File: config.mk
export PLATFORM = sky130hd
export DESIGN_NAME = dc_motor_soft_reversal_controller
export DESIGN_NICKNAME = d
export VERILOG_FILES = /design/src/dmsr_pkg.sv /design/src/dmsr_div.sv /design/src/dmsr_dp.sv /design/src/dmsr_ctrl.sv /design/src/dc_motor_soft_reversal_controller.sv
export SDC_FILE = /design/constraint.sdc
export NUM_CORES = 1
export LEC_CHECK = 0
export ABC_CLOCK_PERIOD_IN_PS = 19800
export BUFFER_PORTS_ARGS = -buffer_cell sky130_fd_sc_hd__buf_2
export CELL_PAD_IN_SITES_DETAIL_PLACEMENT = 1
export CELL_PAD_IN_SITES_GLOBAL_PLACEMENT = 2
export CORE_MARGIN = 10
export CORE_UTILIZATION = 40
export DETAILED_ROUTE_END_ITERATION = 12
export PLACE_DENSITY = 0.78
export SLEW_MARGIN = 30
export SYNTH_ARGS = -nofsm -noshare
export SYNTH_HDL_FRONTEND = slang
export SYNTH_SLANG_ARGS = --single-unit
File: constraint.sdc
create_clock -name i_clk -period 19.8 [get_ports i_clk]
set_input_delay 0.99 -clock i_clk [delete_from_list [all_inputs] [get_ports i_clk]]
set_output_delay 0.99 -clock i_clk [all_outputs]
set_load 0.05 [all_outputs]
File: src/dmsr_pkg.sv
`timescale 1ns / 1ps
`default_nettype none
// ----------------------------------------------------------------------------
// dmsr_pkg
// Shared types and constants of the soft-reversal motor controller.
// ----------------------------------------------------------------------------
package dmsr_pkg;

    localparam int ADC_BITS   = 10;
    localparam int ADC_MAX    = (1 << ADC_BITS) - 1;
    localparam int NUM_W      = ADC_BITS + 8;
    localparam int K_W        = 14;
    localparam int DUTY_W     = 8;
    localparam int CFG_IDX_W  = 2;
    localparam int CFG_DATA_W = 8;

    // reciprocal estimates, always rounded down
    localparam int SH_SMALL = 16;
    localparam int SH_MAX   = ADC_BITS + 10;
    localparam logic [K_W-1:0] K_TEN  = K_W'((1 << SH_SMALL) / 10);
    localparam logic [K_W-1:0] K_FIVE = K_W'((1 << SH_SMALL) / 5);
    localparam logic [K_W-1:0] K_MAX  = K_W'((1 << SH_MAX) / ADC_MAX);

    localparam logic [CFG_IDX_W-1:0] REG_START_SPEED = CFG_IDX_W'(0);
    localparam logic [CFG_IDX_W-1:0] REG_RUN_SPEED   = CFG_IDX_W'(1);

    localparam logic [DUTY_W-1:0] START_SPEED_RST = DUTY_W'(125);
    localparam logic [DUTY_W-1:0] RUN_SPEED_RST   = DUTY_W'(65);
    localparam logic [DUTY_W-1:0] MARGIN_TICK     = DUTY_W'(5);
    localparam logic [DUTY_W-1:0] MARGIN_STEP     = DUTY_W'(4);
    localparam logic [DUTY_W-1:0] RAMP_CLOSE      = DUTY_W'(4);

    typedef enum logic [1:0] {
        DIV_BY_TEN,
        DIV_BY_MAX,
        DIV_BY_FIVE
    } t_div_sel;

    typedef enum logic [1:0] {
        PH_IDLE,
        PH_DOWN,
        PH_UP
    } t_phase;

    typedef struct packed {
        logic     div_start;
        t_div_sel div_sel;
        logic     take_pot;
        logic     take_speed;
        logic     button;
        logic     take_ramp;
        logic     run_eval;
        logic     emit;
        logic     emit_last;
    } t_cmd;

    typedef struct packed {
        logic   div_done;
        logic   out_free;
        t_phase phase;
    } t_stat;

endpackage
`default_nettype wire

File: src/dmsr_div.sv
`timescale 1ns / 1ps
`default_nettype none
// ----------------------------------------------------------------------------
// dmsr_div
// Shared constant divider: reciprocal estimate, remainder, then correction
// steps until the remainder falls below the divisor.
// ----------------------------------------------------------------------------
module dmsr_div
    import dmsr_pkg::*;
(
    input  wire logic             i_clk,
    input  wire logic             i_rst_n,
    input  wire logic             i_start,
    input  wire t_div_sel         i_sel,
    input  wire logic [NUM_W-1:0] i_num,
    output logic                  o_done,
    output logic [NUM_W-1:0]      o_quo
);

    typedef enum logic [1:0] {
        D_IDLE,
        D_EST,
        D_REM,
        D_FIX
    } t_dstate;

    t_dstate            r_state;
    t_div_sel           r_sel;
    logic [NUM_W-1:0]   r_num;
    logic [NUM_W-1:0]   r_q;
    logic [NUM_W-1:0]   r_rem;
    logic               r_done;

    logic [K_W-1:0]            w_k;
    logic [ADC_BITS-1:0]       w_den;
    logic [NUM_W+K_W-1:0]      w_prod;
    logic [NUM_W-1:0]          w_est;
    logic [NUM_W+ADC_BITS-1:0] w_qd;

    always_comb begin
        case (r_sel)
            DIV_BY_TEN: begin
                w_k   = K_TEN;
                w_den = ADC_BITS'(10);
            end
            DIV_BY_FIVE: begin
                w_k   = K_FIVE;
                w_den = ADC_BITS'(5);
            end
            DIV_BY_MAX: begin
                w_k   = K_MAX;
                w_den = ADC_BITS'(ADC_MAX);
            end
            default: begin
                w_k   = K_TEN;
                w_den = ADC_BITS'(10);
            end
        endcase
    end

    assign w_prod = (NUM_W+K_W)'(r_num) * (NUM_W+K_W)'(w_k);
    assign w_est  = (r_sel == DIV_BY_MAX) ? NUM_W'(w_prod >> SH_MAX)
                                          : NUM_W'(w_prod >> SH_SMALL);
    assign w_qd   = (NUM_W+ADC_BITS)'(r_q) * (NUM_W+ADC_BITS)'(w_den);

    always_ff @(posedge i_clk) begin
        if (!i_rst_n) begin
            r_state <= D_IDLE;
            r_done  <= 1'b0;
        end else begin
            r_done <= 1'b0;
            case (r_state)
                D_IDLE: begin
                    if (i_start) begin
                        r_state <= D_EST;
                    end
                end
                D_EST: begin
                    r_state <= D_REM;
                end
                D_REM: begin
                    r_state <= D_FIX;
                end
                D_FIX: begin
                    if (r_rem < NUM_W'(w_den)) begin
                        r_state <= D_IDLE;
                        r_done  <= 1'b1;
                    end
                end
                default: begin
                    r_state <= D_IDLE;
                end
            endcase
        end
    end

    always_ff @(posedge i_clk) begin
        case (r_state)
            D_IDLE: begin
                if (i_start) begin
                    r_num <= i_num;
                    r_sel <= i_sel;
                end
            end
            D_EST: begin
                r_q <= w_est;
            end
            D_REM: begin
                r_rem <= r_num - w_qd[NUM_W-1:0];
            end
            D_FIX: begin
                if (r_rem >= NUM_W'(w_den)) begin
                    r_q   <= r_q + NUM_W'(1);
                    r_rem <= r_rem - NUM_W'(w_den);
                end
            end
            default: begin
                r_q <= r_q;
            end
        endcase
    end

    assign o_done = r_done;
    assign o_quo  = r_q;

endmodule
`default_nettype wire

File: src/dmsr_dp.sv
`timescale 1ns / 1ps
`default_nettype none
// ----------------------------------------------------------------------------
// dmsr_dp
// Datapath: configuration, motor state, ramp value, divider and output word.
// ----------------------------------------------------------------------------
module dmsr_dp
    import dmsr_pkg::*;
(
    input  wire logic                  i_clk,
    input  wire logic                  i_rst_n,
    input  wire logic                  i_cfg_we,
    input  wire logic [CFG_IDX_W-1:0]  i_cfg_idx,
    input  wire logic [CFG_DATA_W-1:0] i_cfg_data,
    input  wire logic                  i_in_accept,
    input  wire logic [ADC_BITS-1:0]   i_adc_sample,
    input  wire logic                  i_button_level,
    input  wire logic                  i_stall,
    input  wire t_cmd                  i_cmd,
    output t_stat                      o_stat,
    output logic                       o_valid,
    output logic [DUTY_W-1:0]          o_duty,
    output logic                       o_reverse,
    output logic                       o_last_of_run
);

    logic [DUTY_W-1:0]   r_start_speed;
    logic [DUTY_W-1:0]   r_run_speed;
    logic [ADC_BITS-1:0] r_adc;
    logic                r_level;
    logic [ADC_BITS-1:0] r_pot;
    logic [DUTY_W-1:0]   r_speed;
    logic [DUTY_W-1:0]   r_rep;
    logic                r_prev;
    logic                r_dir;
    logic                r_stop;
    logic [DUTY_W-1:0]   r_c;
    logic [DUTY_W-1:0]   r_target;
    t_phase              r_phase;
    logic                r_o_valid;
    logic [DUTY_W-1:0]   r_o_duty;
    logic                r_o_rev;
    logic                r_o_last;

    logic [DUTY_W-1:0] w_r;
    logic [DUTY_W:0]   w_span;
    logic [NUM_W-1:0]  w_num;
    logic              w_div_done;
    logic [NUM_W-1:0]  w_quo;
    logic [DUTY_W-1:0] w_q8;
    logic [DUTY_W-1:0] w_speed_new;

    function automatic logic far_off(input logic [DUTY_W-1:0] v,
                                     input logic [DUTY_W-1:0] rep,
                                     input logic [DUTY_W-1:0] margin);
        logic [DUTY_W-1:0] d;
        d = (v > rep) ? (v - rep) : (rep - v);
        return d > margin;
    endfunction

    assign w_r    = (r_run_speed == '0) ? DUTY_W'(1) : r_run_speed;
    assign w_span = (DUTY_W+1)'(256) - (DUTY_W+1)'(w_r);
    assign w_q8   = w_quo[DUTY_W-1:0];
    assign w_speed_new = w_q8 + w_r - DUTY_W'(1);

    always_comb begin
        case (i_cmd.div_sel)
            DIV_BY_TEN:  w_num = NUM_W'(r_adc) + (NUM_W'(r_pot) << 3) + NUM_W'(r_pot);
            DIV_BY_MAX:  w_num = NUM_W'(r_pot) * NUM_W'(w_span);
            DIV_BY_FIVE: w_num = (NUM_W'(r_c) << 2)
                               + ((r_phase == PH_UP) ? NUM_W'(r_target) : NUM_W'(0));
            default:     w_num = '0;
        endcase
    end

    dmsr_div u_div (
        .i_clk   (i_clk),
        .i_rst_n (i_rst_n),
        .i_start (i_cmd.div_start),
        .i_sel   (i_cmd.div_sel),
        .i_num   (w_num),
        .o_done  (w_div_done),
        .o_quo   (w_quo)
    );

    always_ff @(posedge i_clk) begin
        if (!i_rst_n) begin
            r_start_speed <= START_SPEED_RST;
            r_run_speed   <= RUN_SPEED_RST;
        end else if (i_cfg_we) begin
            case (i_cfg_idx)
                REG_START_SPEED: r_start_speed <= i_cfg_data;
                REG_RUN_SPEED:   r_run_speed   <= i_cfg_data;
                default:         r_run_speed   <= r_run_speed;
            endcase
        end
    end

    always_ff @(posedge i_clk) begin
        if (i_in_accept) begin
            r_adc   <= i_adc_sample;
            r_level <= i_button_level;
        end
    end

    always_ff @(posedge i_clk) begin
        if (!i_rst_n) begin
            r_pot     <= '0;
            r_speed   <= '0;
            r_rep     <= '0;
            r_prev    <= 1'b0;
            r_dir     <= 1'b0;
            r_stop    <= 1'b1;
            r_c       <= '0;
            r_target  <= '0;
            r_phase   <= PH_IDLE;
            r_o_valid <= 1'b0;
        end else begin
            if (i_cmd.take_pot) begin
                r_pot <= w_quo[ADC_BITS-1:0];
            end
            if (i_cmd.take_speed) begin
                r_speed <= w_speed_new;
                if (far_off(w_speed_new, r_rep, MARGIN_TICK)) begin
                    r_rep <= w_speed_new;
                end
            end
            if (i_cmd.button && (r_prev != r_level)) begin
                r_prev <= r_level;
                if (r_level) begin
                    if (r_stop) begin
                        r_dir <= ~r_dir;
                    end else begin
                        r_c      <= r_speed;
                        r_target <= (r_start_speed > r_speed) ? r_start_speed : r_speed;
                        r_phase  <= PH_DOWN;
                    end
                end
            end
            if (i_cmd.take_ramp) begin
                if (r_phase == PH_DOWN) begin
                    r_c <= w_q8;
                    if (w_q8 <= DUTY_W'(1)) begin
                        r_stop  <= 1'b1;
                        r_dir   <= ~r_dir;
                        r_phase <= PH_UP;
                    end
                end else if ({1'b0, w_q8} + {1'b0, RAMP_CLOSE} >= {1'b0, r_target}) begin
                    r_c     <= r_speed;
                    r_phase <= PH_IDLE;
                end else begin
                    r_c <= w_q8;
                end
            end
            if (i_cmd.run_eval) begin
                if (r_speed < w_r) begin
                    r_c    <= '0;
                    r_stop <= 1'b1;
                end else if ((r_rep > r_speed) && !r_stop) begin
                    r_c <= r_speed;
                end else if (r_stop && (r_speed > w_r)) begin
                    r_stop <= 1'b0;
                    r_c    <= r_start_speed;
                end else begin
                    r_c <= r_speed;
                end
            end
            if (i_cmd.emit) begin
                r_o_valid <= 1'b1;
                if (far_off(r_c, r_rep, MARGIN_STEP)) begin
                    r_rep <= r_c;
                end
            end else if (r_o_valid && !i_stall) begin
                r_o_valid <= 1'b0;
            end
        end
    end

    always_ff @(posedge i_clk) begin
        if (i_cmd.emit) begin
            r_o_duty <= r_c;
            r_o_rev  <= r_dir;
            r_o_last <= i_cmd.emit_last;
        end
    end

    assign o_stat.div_done = w_div_done;
    assign o_stat.out_free = !r_o_valid || !i_stall;
    assign o_stat.phase    = r_phase;

    assign o_valid       = r_o_valid;
    assign o_duty        = r_o_duty;
    assign o_reverse     = r_o_rev;
    assign o_last_of_run = r_o_last;

endmodule
`default_nettype wire

File: src/dmsr_ctrl.sv
`timescale 1ns / 1ps
`default_nettype none
// ----------------------------------------------------------------------------
// dmsr_ctrl
// Tick sequencer: smoothing, speed map, button, reversal ramp, run rule.
// ----------------------------------------------------------------------------
module dmsr_ctrl
    import dmsr_pkg::*;
(
    input  wire logic  i_clk,
    input  wire logic  i_rst_n,
    input  wire logic  i_valid,
    input  wire t_stat i_stat,
    output logic       o_stall,
    output t_cmd       o_cmd
);

    typedef enum logic [3:0] {
        S_IDLE,
        S_POT_WAIT,
        S_SPD_GO,
        S_SPD_WAIT,
        S_BUTTON,
        S_BRANCH,
        S_PHASE,
        S_RAMP_WAIT,
        S_EMIT_RAMP,
        S_RAMP_NEXT,
        S_EMIT_LAST
    } t_state;

    t_state r_state;
    t_cmd   r_cmd;

    always_ff @(posedge i_clk) begin
        if (!i_rst_n) begin
            r_state <= S_IDLE;
            r_cmd   <= '0;
        end else begin
            r_cmd <= '0;
            case (r_state)
                S_IDLE: begin
                    if (i_valid) begin
                        r_cmd.div_start <= 1'b1;
                        r_cmd.div_sel   <= DIV_BY_TEN;
                        r_state         <= S_POT_WAIT;
                    end
                end
                S_POT_WAIT: begin
                    if (i_stat.div_done) begin
                        r_cmd.take_pot <= 1'b1;
                        r_state        <= S_SPD_GO;
                    end
                end
                S_SPD_GO: begin
                    r_cmd.div_start <= 1'b1;
                    r_cmd.div_sel   <= DIV_BY_MAX;
                    r_state         <= S_SPD_WAIT;
                end
                S_SPD_WAIT: begin
                    if (i_stat.div_done) begin
                        r_cmd.take_speed <= 1'b1;
                        r_state          <= S_BUTTON;
                    end
                end
                S_BUTTON: begin
                    r_cmd.button <= 1'b1;
                    r_state      <= S_BRANCH;
                end
                S_BRANCH: begin
                    r_state <= S_PHASE;
                end
                S_PHASE: begin
                    if (i_stat.phase == PH_IDLE) begin
                        r_cmd.run_eval <= 1'b1;
                        r_state        <= S_EMIT_LAST;
                    end else begin
                        r_cmd.div_start <= 1'b1;
                        r_cmd.div_sel   <= DIV_BY_FIVE;
                        r_state         <= S_RAMP_WAIT;
                    end
                end
                S_RAMP_WAIT: begin
                    if (i_stat.div_done) begin
                        r_cmd.take_ramp <= 1'b1;
                        r_state         <= S_EMIT_RAMP;
                    end
                end
                S_EMIT_RAMP: begin
                    if (i_stat.out_free) begin
                        r_cmd.emit <= 1'b1;
                        r_state    <= S_RAMP_NEXT;
                    end
                end
                S_RAMP_NEXT: begin
                    if (i_stat.phase == PH_IDLE) begin
                        r_cmd.run_eval <= 1'b1;
                        r_state        <= S_EMIT_LAST;
                    end else begin
                        r_cmd.div_start <= 1'b1;
                        r_cmd.div_sel   <= DIV_BY_FIVE;
                        r_state         <= S_RAMP_WAIT;
                    end
                end
                S_EMIT_LAST: begin
                    if (i_stat.out_free) begin
                        r_cmd.emit      <= 1'b1;
                        r_cmd.emit_last <= 1'b1;
                        r_state         <= S_IDLE;
                    end
                end
                default: begin
                    r_state <= S_IDLE;
                end
            endcase
        end
    end

    assign o_stall = (r_state != S_IDLE);
    assign o_cmd   = r_cmd;

endmodule
`default_nettype wire

File: src/dc_motor_soft_reversal_controller.sv
`timescale 1ns / 1ps
`default_nettype none
// ----------------------------------------------------------------------------
// dc_motor_soft_reversal_controller
// One input word per control tick: a pot sample and the button level.
// Each tick yields one or more result words (duty, direction, last_of_run).
// A rising button edge on a running motor adds a soft reversal ramp of
// roughly forty words before the final word of the tick.
// Input channel: i_valid / o_stall; a word is taken when valid and not stall.
// Output channel: o_valid / i_stall through an output register, so the final
// word of one tick may wait while the next input word is already taken.
// Timing is set by the shared constant divider (estimate, remainder and at
// most one correction step per division).
// One tick is worked at a time; o_stall is high until the sequencer issues
// the command that places its last word in the output register.
// A stall on the output holds the current word and the sequence waits.
// Reset: motor stopped, direction forward, registers at start 125, run 65.
// Configuration writes are taken at any edge with i_cfg_we high and reset released.
// ----------------------------------------------------------------------------
module dc_motor_soft_reversal_controller
    import dmsr_pkg::*;
(
    input  wire logic                  i_clk,
    input  wire logic                  i_rst_n,
    input  wire logic                  i_cfg_we,
    input  wire logic [CFG_IDX_W-1:0]  i_cfg_idx,
    input  wire logic [CFG_DATA_W-1:0] i_cfg_data,
    input  wire logic                  i_valid,
    output logic                       o_stall,
    input  wire logic [ADC_BITS-1:0]   i_adc_sample,
    input  wire logic                  i_button_level,
    output logic                       o_valid,
    input  wire logic                  i_stall,
    output logic [DUTY_W-1:0]          o_duty,
    output logic                       o_reverse,
    output logic                       o_last_of_run
);

    t_cmd  w_cmd;
    t_stat w_stat;
    logic  w_stall;
    logic  w_in_accept;

    assign w_in_accept = i_valid && !w_stall;
    assign o_stall     = w_stall;

    dmsr_ctrl u_ctrl (
        .i_clk   (i_clk),
        .i_rst_n (i_rst_n),
        .i_valid (i_valid),
        .i_stat  (w_stat),
        .o_stall (w_stall),
        .o_cmd   (w_cmd)
    );

    dmsr_dp u_dp (
        .i_clk          (i_clk),
        .i_rst_n        (i_rst_n),
        .i_cfg_we       (i_cfg_we),
        .i_cfg_idx      (i_cfg_idx),
        .i_cfg_data     (i_cfg_data),
        .i_in_accept    (w_in_accept),
        .i_adc_sample   (i_adc_sample),
        .i_button_level (i_button_level),
        .i_stall        (i_stall),
        .i_cmd          (w_cmd),
        .o_stat         (w_stat),
        .o_valid        (o_valid),
        .o_duty         (o_duty),
        .o_reverse      (o_reverse),
        .o_last_of_run  (o_last_of_run)
    );

endmodule
`default_nettype wire

==> results.py <==
metrics = {
    "status": {
        "status": "finished, final reports clean",
    },
    "timing": {
        "setup_slack_ns": 11.69,
        "rsz0062_at_grt": "false",
        "relSlewSlack": 0.304,
        "tns_ns": 0,
        "fin_worst_skew_ns": 0.0116,
        "tightestPinTransition_ns": 1.03,
        "finalCritPeriodShare": 0.410,
        "max_freq_mhz": 123,
        "timing.final.max_slew_violations": 0,
        "hold_viol_final": 0,
        "period_minus_slack_ns": 8.11,
        "setup_viol": 0,
    },
    "cts": {
        "cts.path.max_buffers": 2,
        "ctsResizeCount": 0,
        "clk_latency_ns": 0.48,
        "clkTransAtPathRegs_ns": 0.07,
        "cts_tree": "yes",
        "cts_max_level": 4,
        "ctsHoldBuffers": 0,
        "ctsRootBufferMaster": "clkbuf_16",
        "post_cts_buffers": 0,
        "cts-buffers-inserted": 17,
        "cts_sinks": 150,
    },
    "drt": {
        "dr.first_iter.drc_count": 661,
        "wl_per_cell_um": 20.2,
        "totalWireLength_mm": 63.4,
        "ant_nets": 0,
        "drc": 0,
        "via_per_inst": 5.24,
        "firstDrtPassIters": 5,
        "vias": 16438,
    },
    "critical_path": {
        "r2r_cells": 26,
        "startpoint_type": "register",
        "cpPeakStageDelay_ns": 0.72,
        "cp_slowest_cell": "ha_1",
        "cp.depth": 26,
        "end_kind": "register",
        "critPathTopFamily": "adder cells",
        "crit_buf_inv": 5,
        "cp.required_ns": 20.00,
        "cp_data_arrival_time_ns": 8.31,
        "path_max_fanout": 20,
        "crit_type": "reg -> reg",
    },
    "floorplan": {
        "core-area_um2": 54900,
        "num_rows": 86,
        "boundaryPins": 38,
        "die-area_um2": 65100,
        "start_util": 0.403,
        "die_w_um": 255,
        "dieHeight_um": 255,
    },
    "placement": {
        "dpl_cell_area_um2": 23100,
        "pre_cts_slack_ns": 11.62,
        "place_congestion": 0.890,
        "hpwlAfterDp_mm": 53.2,
        "numPortBuffers": 37,
    },
    "global_routing": {
        "track_usage": 0.204,
        "busiest_layer": "met2",
        "use_met1": 0.257,
        "gr-total-overflow": 0,
        "grt_start_max_net_pins": 69,
        "antenna_found_initial": 0,
        "grt_pass1_wl_mm": 102,
        "grt_use_met2": 0.357,
        "grt_util_met3": 0.0335,
        "grt_pass1_vias": 18351,
    },
    "job": {
        "drv_cap": 0,
    },
    "synthesis": {
        "netlist_instances": 2418,
        "synthesis.area_um2": 22100,
        "synth.area.top_cells": "fa_1 27%, ha_1 16%, edfxtp_1 10%, inv_1 8.3%, dfxtp_1 6.6%",
        "synth_flop_cell": "edfxtp_1",
        "yosysTopAreaCellShare": 0.272,
        "synth_area_leader_cell": "fa_1",
        "ys_ff_latch": 150,
        "synth_cell_types": 64,
        "synth_edf_count": 77,
        "yosysWarnings": 0,
        "syn-num-nets": 3030,
        "syn_avg_cell_area_um2": 9.15,
        "synth_seq_area_share": 0.171,
        "async_flop_share": 0,
    },
    "cells_and_area": {
        "fillCellCount": 6356,
        "nNetsFinal": 3031,
        "design_area_um2": 23700,
        "drive_above_1_share": 0.0424,
        "area_growth_pct": 6.98,
        "num_antenna_cells": 0,
        "post-route-util": 0.431,
    },
    "min_path": {
        "hold_depth": 0,
        "hold_class": "reg -> reg",
    },
}
[per-stage QoR]
step	hold slack, ns	cells
after floorplan	0.386	2418
after global placement	0.386	3103
after detailed placement	0.402	3104
after CTS	0.418	3136
after global routing	0.426	3136
final	0.413	3136
[registers in the layout, indices dropped and copies added (netlist names), 2 cells and up]
register            count
u_dp.u_div.o_quo       18
u_dp.u_div.r_num       18
u_dp.u_div.r_rem       18
u_ctrl.o_cmd           10
u_dp.r_adc             10
u_dp.r_pot             10
u_dp.o_duty             8
u_dp.r_c                8
u_dp.r_run_speed        8
u_dp.r_speed            8
u_dp.r_start_speed      8
u_dp.r_target           8
u_ctrl.r_state          4
u_dp.r_phase            2
u_dp.u_div.r_sel        2
u_dp.u_div.r_state      2
[cell usage after synthesis, types with 5 or more instances]
master    count
inv_1       490
fa_1        300
ha_1        286
nand2_1     202
nor2_1      149
xnor2_1      92
a21oi_1      91
edfxtp_1     77
dfxtp_1      73
and2_1       72
o21ai_0      65
clkbuf_1     60
mux2i_1      47
xor2_1       46
nor3_1       38
a21o_1       35
nand2b_1     33
nand3_1      30
a31oi_1      24
nor2b_1      23
o21bai_1     17
a211oi_1     16
and3_1       15
buf_1        10
or3_1        10
a221oi_1      9
o21a_1        9
o221ai_1      7
nor4_1        6
o22ai_1       6
nand3b_1      5
nand4_1       5
nor4b_1       5
o31ai_1       5
or2_2         5
[path summary, 6_finish.rpt]
| path | start | end | slack [ns] |
|---|---|---|---|
| setup reg to reg | u_dp.u_div.r_sel[0] | u_dp.u_div.o_quo[15] | 11.69 |
| hold reg to reg | u_ctrl.o_cmd[0] | u_dp.o_last_of_run | 0.41 |
| setup / recovery | u_dp.u_div.r_sel[0] | u_dp.u_div.o_quo[15] | 11.69 |
| hold / removal | u_ctrl.o_cmd[0] | u_dp.o_last_of_run | 0.41 |
[cells by family after synthesis]
| family | synth area share |
|---|---|
| DFF | 0.171 |
| AOI/OAI and AO/OA | 0.0936 |
| adders and majority gates | 0.434 |
| xor gates and xnor gates | 0.0546 |
| muxes | 0.0223 |
| buffers and inverters | 0.0954 |
| and+or+nand+nor | 0.130 |
[routing by layer]
| layer | share of wire | up-vias |
|---|---|---|
| li1 | - | 7778 |
| met1 | 0.44 | 8374 |
| met5 | 0 | - |
| met4 | 0.023 | 0 |
| met2 | 0.50 | 212 |
| met3 | 0.033 | 74 |
[worst reg2reg max path, delay by kind of cell, from the launching register on]
kind	cells	cell delay, ns
adders and majority gates	8	3.92
AOI/OAI and AO/OA	8	1.84
and+or+nand+nor	4	0.97
buffers and inverters	5	0.49
DFF	1	0.43
xor gates and xnor gates	1	0.21
[cell type report]
class,count,area (um^2),area share
multi-input combinational,1706,16300,0.687
sequential,150,3770,0.160
inverter,492,1850,0.0781
tap,704,881,0.0372
clock buffer,18,450,0.0190
timing repair buffer,52,298,0.0126
clock inverter,14,153,0.00645
[cell usage in the layout (no fill, tap or decap), types with 10 or more instances in the layout]
cell type	synthesis	final
buf_2	0	37
or3_1	10	10
nand2_1	202	202
inv_1	490	490
dfxtp_1	73	72
and3_1	15	15
a31oi_1	24	24
fa_1	300	300
a21o_1	35	35
mux2i_1	47	47
buf_4	0	15
o21bai_1	17	17
ha_1	286	285
clkbuf_16	0	18
xor2_1	46	46
nor3_1	38	38
nand2b_1	33	33
a21oi_1	91	91
and2_1	72	71
a211oi_1	16	16
nand3_1	30	30
nor2_1	149	149
xnor2_1	92	90
nor2b_1	23	23
o21ai_0	65	65
edfxtp_1	77	77
Power is not shown: default switching activity piles up to over one toggle a cycle in this logic, so the estimate is an artifact.
